===== config.mk =====
export PLATFORM = sky130hd
export DESIGN_NAME = utf8_stream_decoder
export DESIGN_NICKNAME = d
export VERILOG_FILES = /design/src/hdl/utf8sd_pkg.sv /design/src/hdl/utf8sd_core.sv /design/src/hdl/utf8sd_outq.sv /design/src/hdl/utf8_stream_decoder.sv
export SDC_FILE = /design/constraint.sdc
export NUM_CORES = 1
export LEC_CHECK = 0
export BUFFER_PORTS_ARGS = -buffer_cell sky130_fd_sc_hd__buf_2
export CAP_MARGIN = 25
export CORE_MARGIN = 2
export CORE_UTILIZATION = 57
export CTS_CLUSTER_SIZE = 12
export DETAILED_ROUTE_END_ITERATION = 8
export GPL_ROUTABILITY_DRIVEN = 0
export HOLD_SLACK_MARGIN = 0.08
export PLACE_DENSITY = 0.74
export RECOVER_POWER = 25
export SYNTH_ARGS = -nofsm -noshare
export SYNTH_HDL_FRONTEND = slang
export SYNTH_SLANG_ARGS = --single-unit

===== constraint.sdc =====
create_clock -name clk -period 4.9 [get_ports clk]
set_clock_uncertainty 0.1 [all_clocks]
set_input_delay 0.245 -clock clk [delete_from_list [all_inputs] [get_ports clk]]
set_output_delay 0.245 -clock clk [all_outputs]
set_load 0.02 [all_outputs]

===== src/hdl/utf8sd_pkg.sv =====
package utf8sd_pkg;

    // Result kinds
    typedef enum logic [1:0] {
        KIND_PLAIN     = 2'd0,
        KIND_DECODED   = 2'd1,
        KIND_LONE      = 2'd2,
        KIND_MALFORMED = 2'd3
    } kind_t;

    localparam int RUN_SAT   = 5;     // run length that stands for "more than four bytes"
    localparam int QDEPTH    = 4;     // result queue entries
    localparam int PTR_W     = $clog2(QDEPTH);
    localparam int CNT_W     = $clog2(QDEPTH + 1);
    localparam int VALUE_W   = 21;
    localparam int TAIL_W    = 18;
    localparam int OUT_TDATA_W = 24;

    // One result item
    typedef struct packed {
        kind_t              kind;
        logic [VALUE_W-1:0] value;
        logic               last;
        logic               seen;
    } result_t;

    // Results caused by one accepted byte
    typedef struct packed {
        logic [1:0] num;
        result_t    r0;
        result_t    r1;
    } push_t;

    // Decoded view of a pending run
    typedef struct packed {
        kind_t              kind;
        logic [VALUE_W-1:0] value;
    } run_out_t;

    // Close a run: decode by length, lead byte masked by length, tail bits kept
    function automatic run_out_t flush_run(input logic [7:0] lead,
                                           input logic [TAIL_W-1:0] tail,
                                           input logic [2:0] len);
        run_out_t r;
        unique case (len)
            3'd1:
            begin
                r.kind  = KIND_LONE;
                r.value = {13'd0, lead};
            end
            3'd2:
            begin
                r.kind  = KIND_DECODED;
                r.value = {10'd0, lead[4:0], tail[5:0]};
            end
            3'd3:
            begin
                r.kind  = KIND_DECODED;
                r.value = {5'd0, lead[3:0], tail[11:0]};
            end
            3'd4:
            begin
                r.kind  = KIND_DECODED;
                r.value = {lead[2:0], tail[17:0]};
            end
            default:
            begin
                r.kind  = KIND_MALFORMED;
                r.value = '0;
            end
        endcase
        return r;
    endfunction

endpackage


===== src/hdl/utf8sd_core.sv =====
module utf8sd_core
    import utf8sd_pkg::*;
(
    input  logic        clk,
    input  logic        rst_n,
    input  logic        accept,
    input  logic [7:0]  data_byte,
    input  logic        end_of_text,
    output push_t       push
);

    logic [7:0]        lead_reg, lead_next;
    logic [TAIL_W-1:0] tail_reg, tail_next;
    logic [2:0]        len_reg, len_next;
    logic              flag_reg, flag_next;

    logic              is_high;
    logic              is_lead;
    logic              pending;
    logic              flush_old;
    logic              flush_new;
    logic [7:0]        mid_lead;
    logic [TAIL_W-1:0] mid_tail;
    logic [2:0]        mid_len;
    run_out_t          old_out;
    run_out_t          mid_out;
    result_t           res_old;
    result_t           res_second;

    assign is_high   = data_byte[7];
    assign is_lead   = (data_byte[7:6] == 2'b11);
    assign pending   = (len_reg != 3'd0);
    assign flush_old = pending && (!is_high || is_lead);
    assign flush_new = is_high && end_of_text;
    assign flag_next = flag_reg | is_high;

    // Run after this byte is folded in (high bytes only)
    always_comb
    begin
        if (!pending || is_lead)
        begin
            mid_lead = data_byte;
            mid_tail = '0;
            mid_len  = 3'd1;
        end
        else
        begin
            mid_lead = lead_reg;
            mid_tail = {tail_reg[TAIL_W-7:0], data_byte[5:0]};
            mid_len  = (len_reg < 3'(RUN_SAT)) ? 3'(len_reg + 3'd1) : 3'(RUN_SAT);
        end
    end

    assign old_out = flush_run(lead_reg, tail_reg, len_reg);
    assign mid_out = flush_run(mid_lead, mid_tail, mid_len);

    // Build the result items
    always_comb
    begin
        res_old.kind  = old_out.kind;
        res_old.value = old_out.value;
        res_old.last  = 1'b0;
        res_old.seen  = flag_next;

        if (is_high)
        begin
            res_second.kind  = mid_out.kind;
            res_second.value = mid_out.value;
        end
        else
        begin
            res_second.kind  = KIND_PLAIN;
            res_second.value = {13'd0, data_byte};
        end
        res_second.last = 1'b1;
        res_second.seen = flag_next;

        push.num = 2'd0;
        push.r0  = res_second;
        push.r1  = res_second;
        if (accept)
        begin
            if (flush_old && (!is_high || flush_new))
            begin
                push.num = 2'd2;
                push.r0  = res_old;
            end
            else if (flush_old)
            begin
                push.num = 2'd1;
                push.r0  = res_old;
                push.r0.last = 1'b1;
            end
            else if (!is_high || flush_new)
            begin
                push.num = 2'd1;
            end
        end
    end

    // Next run state
    always_comb
    begin
        lead_next = lead_reg;
        tail_next = tail_reg;
        len_next  = len_reg;
        if (accept)
        begin
            if (!is_high || flush_new)
            begin
                lead_next = '0;
                tail_next = '0;
                len_next  = 3'd0;
            end
            else
            begin
                lead_next = mid_lead;
                tail_next = mid_tail;
                len_next  = mid_len;
            end
        end
    end

    always_ff @(posedge clk or negedge rst_n)
    begin
        if (!rst_n)
        begin
            lead_reg <= '0;
            tail_reg <= '0;
            len_reg  <= 3'd0;
            flag_reg <= 1'b0;
        end
        else
        begin
            lead_reg <= lead_next;
            tail_reg <= tail_next;
            len_reg  <= len_next;
            if (accept)
            begin
                flag_reg <= flag_next;
            end
        end
    end

`ifndef SYNTHESIS
    a_flag_sticky: assert property (@(posedge clk) disable iff (!rst_n)
        flag_reg |=> flag_reg)
        else $error("non-ASCII flag dropped");

    a_len_range: assert property (@(posedge clk) disable iff (!rst_n)
        len_reg <= 3'(RUN_SAT))
        else $error("run length out of range");

    a_last_clears: assert property (@(posedge clk) disable iff (!rst_n)
        (accept && end_of_text) |=> (len_reg == 3'd0))
        else $error("run pending after last byte");
`endif

endmodule


===== src/hdl/utf8sd_outq.sv =====
module utf8sd_outq
    import utf8sd_pkg::*;
(
    input  logic    clk,
    input  logic    rst_n,
    input  push_t   push,
    output logic    room,
    output logic    out_valid,
    input  logic    out_ready,
    output result_t out_item
);

    result_t          q_reg [QDEPTH];
    logic [PTR_W-1:0] wr_ptr_reg, wr_ptr_next;
    logic [PTR_W-1:0] rd_ptr_reg, rd_ptr_next;
    logic [CNT_W-1:0] count_reg, count_next;
    logic             pop;

    assign room      = (count_reg <= CNT_W'(QDEPTH - 2));
    assign out_valid = (count_reg != '0);
    assign out_item  = q_reg[rd_ptr_reg];
    assign pop       = out_valid && out_ready;

    // Pointer and fill level update
    always_comb
    begin
        wr_ptr_next = PTR_W'(wr_ptr_reg + PTR_W'(push.num));
        rd_ptr_next = pop ? PTR_W'(rd_ptr_reg + PTR_W'(1)) : rd_ptr_reg;
        count_next  = CNT_W'(count_reg + CNT_W'(push.num) - CNT_W'(pop));
    end

    always_ff @(posedge clk or negedge rst_n)
    begin
        if (!rst_n)
        begin
            wr_ptr_reg <= '0;
            rd_ptr_reg <= '0;
            count_reg  <= '0;
        end
        else
        begin
            wr_ptr_reg <= wr_ptr_next;
            rd_ptr_reg <= rd_ptr_next;
            count_reg  <= count_next;
        end
    end

    // Entry storage, up to two writes per cycle
    always_ff @(posedge clk)
    begin
        if (push.num != 2'd0)
        begin
            q_reg[wr_ptr_reg] <= push.r0;
        end
        if (push.num == 2'd2)
        begin
            q_reg[PTR_W'(wr_ptr_reg + PTR_W'(1))] <= push.r1;
        end
    end

`ifndef SYNTHESIS
    a_no_overflow: assert property (@(posedge clk) disable iff (!rst_n)
        count_reg <= CNT_W'(QDEPTH))
        else $error("result queue overflow");

    a_push_room: assert property (@(posedge clk) disable iff (!rst_n)
        (push.num != 2'd0) |-> room)
        else $error("push without room");

    a_pop_only: assert property (@(posedge clk) disable iff (!rst_n)
        (pop && push.num == 2'd0) |=> (count_reg == CNT_W'($past(count_reg) - CNT_W'(1))))
        else $error("fill level wrong after pop");
`endif

endmodule


===== src/hdl/utf8_stream_decoder.sv =====
// Output: a result is registered in the result queue at its byte's transfer.
// Throughput: one byte per cycle while s_tready is high; a byte causes at most
// two results, and the four-entry result queue drains one result per cycle while
// m_tready is high, so s_tready drops when fewer than two entries are free.
// Reset: rst_n is asynchronous, active low; it clears the pending run, the
// non-ASCII flag and the result queue.
module utf8_stream_decoder
    import utf8sd_pkg::*;
(
    input  logic                   clk,
    input  logic                   rst_n,
    input  logic                   s_tvalid,
    output logic                   s_tready,
    input  logic [7:0]             s_tdata,   // [7:0] data_byte
    input  logic                   s_tlast,   // end_of_text
    output logic                   m_tvalid,
    input  logic                   m_tready,
    output logic [OUT_TDATA_W-1:0] m_tdata,   // [20:0] char_value, [21] seen_non_ascii, zero pad
    output logic                   m_tlast,   // final_of_run
    output logic [1:0]             m_tuser    // [1:0] item_kind
);

    push_t   push;
    result_t out_item;
    logic    room;
    logic    accept;

    assign s_tready = room;
    assign accept   = s_tvalid && room;

    utf8sd_core u_core (
        .clk         (clk),
        .rst_n       (rst_n),
        .accept      (accept),
        .data_byte   (s_tdata),
        .end_of_text (s_tlast),
        .push        (push)
    );

    utf8sd_outq u_outq (
        .clk       (clk),
        .rst_n     (rst_n),
        .push      (push),
        .room      (room),
        .out_valid (m_tvalid),
        .out_ready (m_tready),
        .out_item  (out_item)
    );

    // Output packing
    assign m_tdata = {{(OUT_TDATA_W - VALUE_W - 1){1'b0}}, out_item.seen, out_item.value};
    assign m_tlast = out_item.last;
    assign m_tuser = out_item.kind;

endmodule


; Word level (Yosys, flattened, before mapping)
; Memories as Yosys holds them, arrays and structs flattened.
; Index checks and enable logic that the tools add are counted.
; Widths: inputs -> output; s select.
[totals]
reg_bits = 37
latch_bits = 0
mem_bits_rw = 100
romBits = 0
input_bits = 13
out_inout_bits = 29
word_cells = 59
mem_count = 1
[classes]
n_addsub = 6
mul = 0
div = 0
order_cmp = 2
n_eq_ne = 10
shift = 0
n_mux = 19
n_bitwise = 1
reduce_logical = 13
[mem_list]
columns = memory, words, word_bits, read_ports, rd_clocked_by_memory_dff, write_ports, line
row1 = u_outq.q_reg, 4, 25, 1, 0, 2, utf8sd_outq.sv:13  ; result_t q_reg [QDEPTH];
[op_table]
columns = cell, n
row1 = $pmux 23 s4, 2
row2 = $mux 27, 2
row3 = $mux 18, 2
row4 = $mux 25, 1
row5 = $mux 23, 1
row6 = $mux 8, 2
row7 = $eq 3x2->1 const B, 4
row8 = $mux 3, 3
row9 = $eq 3x1->1 const B, 2
row10 = $eq 3x3->1 const B, 2
row11 = $reduce_bool 3->1, 2
row12 = $logic_and 1x1->1, 5
row13 = $mux 1, 5
row14 = $add 2x1->2 const B, 2
row15 = $eq 2x2->1 const B, 2
row16 = $add 3x1->3 const B, 1
row17 = $add 3x2->3, 1
row18 = $le 3x2->1 const B, 1
row19 = $logic_or 1x1->1, 3
row20 = $lt 3x3->1 const B, 1
row21 = $sub 3x1->3, 1
row22 = $add 2x2->2, 1
row23 = $logic_not 1->1, 2
row24 = $mux 2, 1
row25 = other kinds (2), 2

; Logic depth before layout (Yosys ltp)
[depth]
word_depth = 13
mapped_depth = 12
mapped_depth_nobuf = 12

; By module
; A second synthesis with hierarchy kept.
[hier_totals]
cells_unflattened = 577
hier_area_um2 = 7746.2
[by_module_without_submodules]
columns = module, instances, cells_each, area_per_inst_um2, seq_area_each_um2
row1 = utf8sd_outq, 1, 284, 5297.6, 3178.0
row2 = utf8sd_core, 1, 289, 2423.6, 750.7
row3 = utf8_stream_decoder, 1, 4, 25.0, 0.0

; Worst setup path after synthesis
; OpenSTA, ideal clock, no wires.
[synth_path]
path_type = flip-flop to flip-flop
from = register u_core.len_reg[0]
to = memory u_outq.q_reg[1][0] (netlist name), enable pin
setup_ns = 0.437
t_arrival_ns = 3.463
t_required_ns = 4.363
slack_ns = 0.899
path_stages_with_launch = 9
n_path_buf = 0
synth_period_minus_slack_ns = 4.001
path_cell_list = dfrtp_1 > inv_1 > ha_1 > nor2b_1 > nor2_1 > ha_1 > or2_2 > nand3_1 > nor3_1
[synth_lines]
columns = item, line
row1 = from (decl), utf8sd_core.sv:14  ; logic [2:0] len_reg, len_next;
row2 = from (signal assigned), utf8sd_core.sv:137  ; len_reg <= len_next;
row3 = to (decl), utf8sd_outq.sv:13

==> metrics.md <==
| Metric | Value |
|---|---|
| Post-Syn Area per Cell | `12.2 um^2` |
| Leading area contributor after synthesis | `edfxtp_1` |
| Setup ws final | `approximately 1.4 ns` |
| Overall global routing resource usage | `0.302` |
| Setup crit end kind | `flip-flop` |
| Netlist cell types | `between 50 and 60` |
| Slew Viols, Final | `66` |
| Failing checks | `capacitance limit, slew limit` |
| DR DRC count | `0` |
| Initial antenna violation count | `0` |
| Port buffer count | `39` |
| Most frequent cells in the layout | `edfxtp_1 (96), o22ai_1 (75), nand2_1 (40)` |
| Power Density | `538 nW/um^2` |
| #FFs+latches synth | `137` |
| Prevailing post-synth register cell | `edfxtp_1` |
| Largest net degree at the start of global routing | `38` |
| Dpl ws | `1.03 ns` |
| Num CTS Buffers | `17` |
| WS Path Type | `flip-flop to flip-flop` |
| Period utilisation layout | `0.717` |
| Clock Latency Late Sink | `0.43 ns` |
| Grt total ovfl | `0` |
| Status | `complete, but fails checks` |
| F_max | `285 MHz` |
| Area after DPL | `7470 um^2` |
| Actual slew at the worst max-slew pin | `2.13 ns` |
| Die W | `116 um` |
| Post-Synth Adder-Cell Area | `0.0204` |
| Combinational share of power | `0.326` |
| Yosys top cell area share | `0.405` |
| Antenna-violating nets left | `0` |
| Max FFs per register | `100` |
| Hold Path End | `u_outq.rd_ptr_reg[0]` |
| Number of global-route vias before repair | `5445` |
| Power Internal | `2.81 mW` |
| CTS tree | `done` |
| Clk sinks | `about 140` |
| Sw Ratio | `0.359` |
| Hold crit path type | `input port to flip-flop` |
| Htree depth | `4` |
| Post-CTS Setup Inserts | `0` |
| Clock Pin Slew Worst Setup and Hold Paths | `roughly 0.06 ns` |
| Starting density of the core | `0.587` |
| Register area share after synthesis | `0.547` |
| Cell area after layout | `slightly above 8000 um^2` |
| Row count | `40` |
| Largest family of logic cells by synthesized area | `compound AO/OA/AOI/OAI gates` |
| Core area | `12100 um^2` |
| WHS Path Cells | `3` |
| Xor/xnor cell area share of the yosys netlist | `0.00739` |
| Setup Viol. Count Final | `0` |
| First-pass GRT wire length | `30000 um` |
| Final Hold Fails | `0` |
| Clock Power Share | `0.292` |
| Final min period | `3.51 ns` |
| Worst r2r src | `u_core.len_reg[0]` |
| RR Endpoint | `u_outq.q_reg[3][5]` |
| Max VDD drop | `310 uV` |
| Nets@finish | `637` |
| Share of synthesized flip-flops with an asynchronous set or reset | `0.270` |
| Vias | `5579` |
| Antenna diodes | `0` |
| DRT Wirelength | `~19000 um` |
| R2R depth | `11` |
| Share of layout cells above drive strength 1 | `0.211` |
| CP Max Fanout | `17` |
| Compound-Gate Fraction of Synth Area | `0.210` |
| Simple-gate area share of the yosys netlist | `0.0839` |
| CP arrival | `3.56 ns` |
| Max Cap Viol | `2` |
| Root Buffer Master | `clkbuf_16` |
| Pre-Repair DR Iteration Count | `6` |
| Post-Syn Area | `7110 um^2` |
| Most common cell after layout, fill and taps aside | `edfxtp_1` |
| Final TNS setup | `0 ns` |
| Synth area leaders | `edfxtp_1 (41%), dfrtp_1 (13%), mux4_2 (7.9%), o22ai_1 (6.6%), a22o_1 (3.1%)` |
| Post-synthesis mux area share | `0.0950` |
| Sw Pwr | `~1.6 mW` |
| Slew margin rel. | `-0.419` |
| Sequential share of power | `0.382` |
| Yosys Warn Count | `0` |
| Hold Startpoint | `m_tready` |
| Vias per cell | `7.03` |
| WP data required | `4.94 ns` |
| Post-DP HPWL | `~12000 um` |
| DRT iter0 DRCs | `852` |
| Pleak | `2.88 nW` |
| Cells after Synth | `between 500 and 600` |
| Die area | `13400 um^2` |
| Worst Setup Start Kind | `flip-flop` |
| Post-synth EDFFs | `96` |
| Die Ht | `116 um` |
| RSZ-0062 raised after global routing | `no` |
| # resized after CTS | `0` |
| CTS max path bufs | `2` |
| Area grow syn2layout | `14.6%` |
| Wire per inst | `24.2 um` |
| IO Count | `42` |
| R2R Setup Slk | `1.39 ns` |
synthesized netlist by cell type (6+ instances only):
library cell	count
a21o_1	6
a21oi_1	17
a22o_1	25
a22oi_1	26
buf_1	8
clkbuf_1	29
dfrtp_1	37
edfxtp_1	96
ha_1	10
inv_1	14
mux2_2	10
mux4_2	25
nand2_1	40
nand3_1	13
nor2_1	24
nor3_1	8
o21ai_0	12
o22ai_1	75
o2bb2ai_1	9
layout make-up:
| type | instances | area, um^2 |
|---|---|---|
| clock inverters | 13 | 153 |
| well taps | 168 | 210 |
| clock buffers | 19 | 433 |
| fillers | 904 | 3960 |
| repair buffers | 59 | 434 |
| flip-flops and latches | 137 | 3890 |
| multi-input cells | 384 | 2980 |
| inverters | 14 | 52.6 |
worst max-delay path: stages, from the launching register on:
cell and delay [ns]:
dfrtp_1 0.46, inv_1 0.11, ha_1 0.27, nor2b_1 0.31
nor2_1 0.13, ha_1 0.34, or2_2 0.31, and3_1 0.24
nand3_1 0.17, o32a_1 0.46, buf_16 0.22, o22ai_1 0.10
worst max path at each step:
stage | startpoint | end
finish | u_core.len_reg[0] | u_outq.q_reg[3][5]
global route | u_core.len_reg[0] | u_outq.q_reg[3][5]
CTS | u_core.len_reg[0] | u_outq.q_reg[2][4]
detailed placement | u_core.len_reg[0] | u_outq.q_reg[2][6]
global placement | u_core.len_reg[0] | u_outq.q_reg[3][7]
floorplan | u_core.len_reg[0] | u_outq.q_reg[1][0]
through the flow:
| stage | instances | utilization | hold WS, ns | total power, mW |
|---|---|---|---|---|
| 6_report | 794 | 0.673 | 0.126 | 4.39 |
| 5_1_grt | 794 | 0.673 | 0.137 | 4.58 |
| 4_1_cts | 792 | 0.671 | 0.114 | 4.38 |
| 3_5_place_dp | 753 | 0.617 | 0.315 | 3.10 |
| 3_3_place_gp | 751 | 0.612 | 0.293 | 3.03 |
| 2_1_floorplan | 582 | - | -0.151 | 2.64 |
cell families (layout without fill, tap and decap cells):
family          count (synthesis)  in the layout
compound gates                211            211
flops                         137            137
simple gates                  119            119
buf+inv                        61            105
mux                            35             35
fa+ha+maj                      11             11
xor+xnor                        6              6
other cells                     1              2
power by group through the flow:
| stage | logic (mW) | clock network [mW] | registers, mW |
|---|---|---|---|
| after global placement | 1.32 | 0 | 1.71 |
| after detailed placement | 1.40 | 0 | 1.70 |
| final | 1.43 | 1.28 | 1.68 |
| after CTS | 1.41 | 1.29 | 1.68 |
| after global routing | 1.54 | 1.33 | 1.70 |
| after floorplan | 1.13 | 0 | 1.52 |
routing by layer:
metal | vias up | track usage | wire, um
met3 | 58 | 0.0774 | 1920
met5 | - | 0 | 0
met2 | 386 | 0.469 | 9010
met4 | 0 | 0.124 | 512
li1 | 2394 | - | -
met1 | 2741 | 0.411 | 7760
repair_timing:
item | in CTS | in global routing
hold buffers | 7 | 0
hold endpoints to repair | 49 | 0
endpoints found under the setup margin | 0 | 0
Note: power is estimated with default switching activity, not from simulation.
